[src/hw/rtl/assert_macros.svh]
// Assertion helpers for the RTL files; imhd_datapath.sv includes them.
`ifndef ASSERT_MACROS_SVH
`define ASSERT_MACROS_SVH
`ifndef SYNTHESIS
// Checks that a property holds at every rising clock edge outside reset.
`define IMHD_ASSERT(lbl, clk, rstn, prop) \
  lbl: assert property (@(posedge clk) disable iff (!rstn) prop) \
    else $error("property failed");
// Checks that a condition never occurs outside reset.
`define IMHD_NEVER(lbl, clk, rstn, cond) \
  lbl: assert property (@(posedge clk) disable iff (!rstn) !(cond)) \
    else $error("forbidden condition seen");
`else
`define IMHD_ASSERT(lbl, clk, rstn, prop)
`define IMHD_NEVER(lbl, clk, rstn, cond)
`endif
`endif

[src/hw/rtl/imhd_pkg.sv]
package imhd_pkg;

  localparam int KEY_BITS = 10;
  localparam int KEY_SPACE = 1024;
  localparam int CAPACITY_DEF = 1024;
  localparam int VALUE_BITS_DEF = 16;
  localparam int IN_VALUE_BITS = 16;
  localparam int OCC_BITS = 11;

  typedef enum logic [1:0] {
    MODE_INSERT = 2'd0,
    MODE_DEC    = 2'd1,
    MODE_POP    = 2'd2
  } mode_e;

  typedef enum logic [2:0] {
    ST_OK      = 3'd0,
    ST_EMPTY   = 3'd1,
    ST_FULL    = 3'd2,
    ST_ABSENT  = 3'd3,
    ST_PRESENT = 3'd4
  } status_e;

  typedef struct packed {
    logic [1:0]               mode;
    logic [KEY_BITS-1:0]      entry_key;
    logic [IN_VALUE_BITS-1:0] entry_value;
  } in_t;

  typedef struct packed {
    logic [KEY_BITS-1:0]      out_key;
    logic [IN_VALUE_BITS-1:0] out_value;
    logic [2:0]               status;
    logic [OCC_BITS-1:0]      occupancy;
  } out_t;

  typedef enum logic [3:0] {
    OP_NONE,
    OP_CLR,
    OP_LOAD,
    OP_INS_START,
    OP_DEC_START,
    OP_DEC_LOAD,
    OP_UP_RD,
    OP_UP_STEP,
    OP_PLACE,
    OP_POP_RD0,
    OP_POP_TAKE,
    OP_POP_LAST,
    OP_DN_RDL,
    OP_DN_RDR,
    OP_DN_STEP,
    OP_RESULT
  } op_e;

  typedef struct packed {
    op_e     op;
    status_e status;
  } cmd_t;

  typedef struct packed {
    logic       clr_last;
    logic [1:0] mode;
    logic       full;
    logic       empty;
    logic       present;
    logic       one_left;
    logic       at_root;
    logic       up_move;
    logic       dn_leaf;
    logic       dn_move;
    logic       out_busy;
  } stat_t;

endpackage

[src/hw/rtl/imhd_ctrl.sv]
module imhd_ctrl import imhd_pkg::*; (
  input  logic  clk_i,
  input  logic  rst_ni,
  input  logic  in_valid_i,
  input  stat_t stat_i,
  output cmd_t  cmd_o,
  output logic  in_stall_o
);

  typedef enum logic [3:0] {
    S_CLEAR, S_IDLE, S_LOOKUP, S_DEC_LOAD, S_UP_CHK, S_UP_STEP,
    S_POP_TAKE, S_POP_LAST, S_DN_CHK, S_DN_RDR, S_DN_STEP, S_RESULT
  } state_e;

  state_e  state_q, state_d;
  status_e status_q, status_d;

  always_comb begin
    state_d      = state_q;
    status_d     = status_q;
    cmd_o.op     = OP_NONE;
    cmd_o.status = status_q;
    case (state_q)
      S_CLEAR: begin
        cmd_o.op = OP_CLR;
        if (stat_i.clr_last) begin
          state_d = S_IDLE;
        end
      end
      S_IDLE: begin
        if (in_valid_i) begin
          cmd_o.op = OP_LOAD;
          status_d = ST_OK;
          state_d  = S_LOOKUP;
        end
      end
      S_LOOKUP: begin
        state_d = S_RESULT;
        case (stat_i.mode)
          MODE_INSERT: begin
            if (stat_i.full) begin
              status_d = ST_FULL;
            end else if (stat_i.present) begin
              status_d = ST_PRESENT;
            end else begin
              cmd_o.op = OP_INS_START;
              state_d  = S_UP_CHK;
            end
          end
          MODE_DEC: begin
            if (!stat_i.present) begin
              status_d = ST_ABSENT;
            end else begin
              cmd_o.op = OP_DEC_START;
              state_d  = S_DEC_LOAD;
            end
          end
          MODE_POP: begin
            if (stat_i.empty) begin
              status_d = ST_EMPTY;
            end else begin
              cmd_o.op = OP_POP_RD0;
              state_d  = S_POP_TAKE;
            end
          end
          default: begin
          end
        endcase
      end
      S_DEC_LOAD: begin
        cmd_o.op = OP_DEC_LOAD;
        state_d  = S_UP_CHK;
      end
      S_UP_CHK: begin
        if (stat_i.at_root) begin
          cmd_o.op = OP_PLACE;
          state_d  = S_RESULT;
        end else begin
          cmd_o.op = OP_UP_RD;
          state_d  = S_UP_STEP;
        end
      end
      S_UP_STEP: begin
        cmd_o.op = OP_UP_STEP;
        state_d  = stat_i.up_move ? S_UP_CHK : S_RESULT;
      end
      S_POP_TAKE: begin
        cmd_o.op = OP_POP_TAKE;
        state_d  = stat_i.one_left ? S_RESULT : S_POP_LAST;
      end
      S_POP_LAST: begin
        cmd_o.op = OP_POP_LAST;
        state_d  = S_DN_CHK;
      end
      S_DN_CHK: begin
        if (stat_i.dn_leaf) begin
          cmd_o.op = OP_PLACE;
          state_d  = S_RESULT;
        end else begin
          cmd_o.op = OP_DN_RDL;
          state_d  = S_DN_RDR;
        end
      end
      S_DN_RDR: begin
        cmd_o.op = OP_DN_RDR;
        state_d  = S_DN_STEP;
      end
      S_DN_STEP: begin
        cmd_o.op = OP_DN_STEP;
        state_d  = stat_i.dn_move ? S_DN_CHK : S_RESULT;
      end
      S_RESULT: begin
        if (!stat_i.out_busy) begin
          cmd_o.op = OP_RESULT;
          state_d  = S_IDLE;
        end
      end
      default: state_d = S_IDLE;
    endcase
  end

  assign in_stall_o = state_q != S_IDLE;

  always_ff @(posedge clk_i or negedge rst_ni) begin
    if (!rst_ni) begin
      state_q  <= S_CLEAR;
      status_q <= ST_OK;
    end else begin
      state_q  <= state_d;
      status_q <= status_d;
    end
  end

endmodule

[config.mk]
export PLATFORM = sky130hd
export DESIGN_NAME = imhd_ctrl
export DESIGN_NICKNAME = d
export VERILOG_FILES = /design/src/hw/rtl/assert_macros.svh /design/src/hw/rtl/imhd_pkg.sv /design/src/hw/rtl/imhd_ctrl.sv
export SDC_FILE = /design/constraint.sdc
export NUM_CORES = 1
export LEC_CHECK = 0
export BUFFER_PORTS_ARGS = -buffer_cell sky130_fd_sc_hd__buf_2
export CAP_MARGIN = 30
export CORE_MARGIN = 2
export CORE_UTILIZATION = 50
export CTS_BUF_LIST = sky130_fd_sc_hd__clkbuf_4 sky130_fd_sc_hd__clkbuf_8 sky130_fd_sc_hd__clkbuf_16
export DETAILED_ROUTE_END_ITERATION = 6
export HOLD_SLACK_MARGIN = 0.05
export PLACE_DENSITY_LB_ADDON = 0.25
export SKIP_CTS_REPAIR_TIMING = 1
export SYNTH_ARGS = -nofsm -noshare
export SYNTH_HDL_FRONTEND = slang
export SYNTH_SLANG_ARGS = --single-unit
[constraint.sdc]
create_clock -name clk_i -period 2.41 [get_ports clk_i]
set_clock_uncertainty 0.05 [all_clocks]
set_input_delay 0.3615 -clock clk_i [delete_from_list [all_inputs] [get_ports clk_i]]
set_output_delay 0.3615 -clock clk_i [all_outputs]
set_load 0.03 [all_outputs]
Yosys cells after proc, flatten, opt, wreduce, memory -nomap -nowiden --
Cells that the tools add are included. Widths: inputs -> output; s select.
Word-level totals: register bits 7, word-level logic and storage cells 59
Operators by class: equality and inequality tests 21, multiplexer cells 31, reductions and logical operators 5
Operators with widths (number):
- $pmux 4 s12 | 2
- $mux 4 | 13
- $pmux 4 s3 | 2
- $mux 3 | 7
- $eq 4x3->1 const B | 4
- $eq 4x4->1 const B | 4
- $mux 2 | 5
- $pmux 3 s3 | 1
- $eq 4x2->1 const B | 2
- $ne 2x2->1 const B | 3
- $ne 3x3->1 const B | 2
- $pmux 3 s2 | 1
- $reduce_and 6->1 | 1
- $eq 4x1->1 const B | 1
- $logic_not 4->1 | 1
- $ne 4x1->1 const B | 1
- $ne 4x2->1 const B | 1
- $ne 4x4->1 const B | 1
- $reduce_and 3->1 | 1
- $eq 2x1->1 const B | 1
- $eq 2x2->1 const B | 1
- $logic_not 2->1 | 1
- $reduce_bool 2->1 | 1

Longest topological paths before layout --
depth in word-level cells 4, mapped depth 6

Worst setup path after synthesis --
OpenSTA, ideal clock, no wires.
path type reg-to-output, start point register state_q[0], end point output cmd_o[5] (netlist name), arrival 2248 ps, required time 1999 ps, slack -249 ps, stages on the path, launching flop included 4, buffers on the path 1, cell sequence dfrtp_1 -> buf_6 -> or4b_4 -> o311ai_0
RTL lines:
- start, declared | RTL line imhd_ctrl.sv:15 | state_e state_q, state_d;
- start signal, assigned | RTL line imhd_ctrl.sv:129 | state_q <= state_d;
- end, declared | RTL line imhd_ctrl.sv:6 | output cmd_t cmd_o,

==> metrics.csv <==
metric;value;unit
status;finished clean;
num_antenna_cells;0;
synth-seq-cells;7;
first_iter_violations;31;
drive_gt1_frac;0.267;
grt.overflow.total;0;
clkPwrFrac;0.100;
vias;868;
worstMarginPinSlew;0.399;ns
cts.clk_slew.worst_paths;0.05;ns
yosys.area_share.simple;0.297;
slew_headroom;0.734;
syn-num-nets;125;
final_nets;151;
clockBufferDepth;2;
worstSetupPathType;reg2out;
synth_fa_ha_area_frac;0.0643;
routed_wl;1.97;mm
fin_area;945;um2
detail-route-antenna-nets;0;
critical_path_peak_fanout;17;
max_freq;0.448;GHz
internal-power;556;uW
fin_util;0.634;
hold_viol;0;
root_buffer;clkbuf_4;
pwr_density_cell;1270;nW/um2
synth_edf_count;0;
vias_per_cell;5.90;
drv_slew;0;
combPwrFrac;0.722;
cts_tree;done;
min_path_type;in2reg;
initial_utilization;0.523;
cts.sinks;7;
grt_usage;0.233;
min_period_over_period;0.926;
synth_top_family_by_area;simple AND/OR/NAND/NOR gates;
muxShareOfSynthArea;0.0643;
ys_seq_area_frac;0.225;
place_ws;0.425;ns
power_frac_seq;0.178;
critPathLaunchType;register;
die_w;43.5;um
setup_viol;0;
synth_flop_cell;dfrtp_1;
period_minus_slack;2.23;ns
tns;0;ns
antenna_found_initial;0;
drc_errors;0;
ctsHtreeMaxLevel;1;
cts_buffers;3;
syn_to_final_growth;21.4;%
rows;14;
yosys_warnings;0;
swShare;0.535;
vdd_drop_max;0.000614;V
ff2ff_setup_slack;0.65;ns
synth_cell_types;32;
placed_cells;142;
grt_pass1_vias;778;
crit_arrival;1.82;ns
synthCells;106;
dieArea;1890;um2
maxCapViolCount;0;
synth.cell_area;778;um2
ios;23;
async_flop_share;1.00;
setup_ws;0.179;ns
leakagePower;0.000467;uW
grt_pass1_wl;3.31;mm
grt_max_degree;18;
rsz0062_at_grt;no;
p_sw;640;uW
dieHeight;43.5;um
synth_compound_area_frac;0.260;
postSynthAreaPerCell;7.34;um2
gp_congestion;0.898;
clk_latency;0.25;ns
crit_path_end_kind;output pin;
dp_hpwl;1.57;mm
place_area;905;um2
first_pass_iters;4;
core;1490;um2
fin_cells;147;
placement.io_buffers;22;
wire_per_inst;13.4;um
synth_xor_area_frac;0.0113;
required;2.00;ns
==> flip-flops by register name (all words and copies together) (netlist names) <==
| register | count |
|---|---|
| state_q | 4 |
| status_q | 3 |
==> power by group through the flow <==
stage	sequential [uW]	clock, uW	combinational, uW
CTS	213	121	856
floorplan	239	0	619
finish	213	119	864
detailed placement	214	0	852
global route	223	127	946
global placement	214	0	848
==> cell families (layout without fill, tap and decap cells) <==
group	count (synthesis)	after routing
and+or+nand+nor	44	44
xor gates and xnor gates	1	1
AOI/OAI and AO/OA	32	32
DFF	7	7
buffers and inverters	13	38
adders and majority gates	4	4
muxes	5	5
==> metrics by stage <==
step	hold WS, ns	power (uW)
after global routing	0.371	1300
final	0.348	1200
after CTS	-0.110	1190
after detailed placement	0.158	1070
after floorplan	0.0159	858
after global placement	0.157	1060
==> metal layers <==
| layer | track usage | routed length (um) | vias up |
|---|---|---|---|
| li1 | - | - | 430 |
| met1 | 0.295 | 847 | 384 |
| met2 | 0.382 | 941 | 46 |
| met3 | 0.0708 | 136 | 8 |
| met4 | 0.0727 | 47 | 0 |
| met5 | 0 | 0 | - |
==> layout make-up <==
type	instances	area, um2
fillers	150	544
multi-input cells	86	543
flip-flops and latches	7	175
repair buffers	27	150
clock buffers	4	30.0
inverters	7	26.3
well taps	16	20.0
==> synth_stat cells, types with 3 or more instances <==
master	count	area share
a21oi_1	5	0.032
a31oi_1	3	0.024
clkbuf_1	4	0.019
dfrtp_1	7	0.23
ha_1	4	0.064
inv_1	7	0.034
mux2i_1	5	0.064
nand2_1	14	0.068
nand3_1	5	0.032
nor2_1	7	0.034
nor2b_1	7	0.056
o21ai_0	14	0.090
==> cells in the final DEF, fill, tap and decap left out <==
cell           netlist  layout
buf_2                0      22
o21ai_0             14      14
nand2_1             14      14
inv_1                7       7
nor2b_1              7       7
nor2_1               7       7
dfrtp_1              7       7
nand3_1              5       5
mux2i_1              5       5
a21oi_1              5       5
ha_1                 4       4
clkbuf_4             0       4
buf_4                1       4
a31oi_1              3       3
nand2b_1             2       2
nor3_1               2       2
o221ai_1             2       2
nand3b_1             2       2
a22oi_1              1       1
or4b_4               1       1
o2111ai_1            1       1
o311ai_1             0       1
nor3b_1              1       1
a21boi_0             1       1
xor2_1               1       1
nor4_2               1       1
nand2_2              1       1
or2_2                1       1
a221oi_1             1       1
o22a_1               1       1
o221a_2              1       1
a32o_1               1       1
dlygate4sd3_1        0       1
==> worst paths after layout <==
kind | start | end | cells past startpoint
max in group asynchronous | rst_ni | status_q[1] | 2
worst min register to register | status_q[0] | status_q[0] | 2
min in group asynchronous | rst_ni | state_q[0] | 2
worst max register to register | state_q[2] | status_q[2] | 4
worst max-delay path | state_q[0] | cmd_o[6] | 6
worst min-delay path | stat_i[11] | state_q[0] | 3
==> worst max-delay path, cell delays in order (launching register included) <==
cell and delay, ns:
dfrtp_1 0.39, buf_4 0.20, nand2b_1 0.20, nor3_1 0.33, a22oi_1 0.16, nand2_1 0.09
buf_2 0.19
Note: power is estimated with default switching activity, not from simulation.
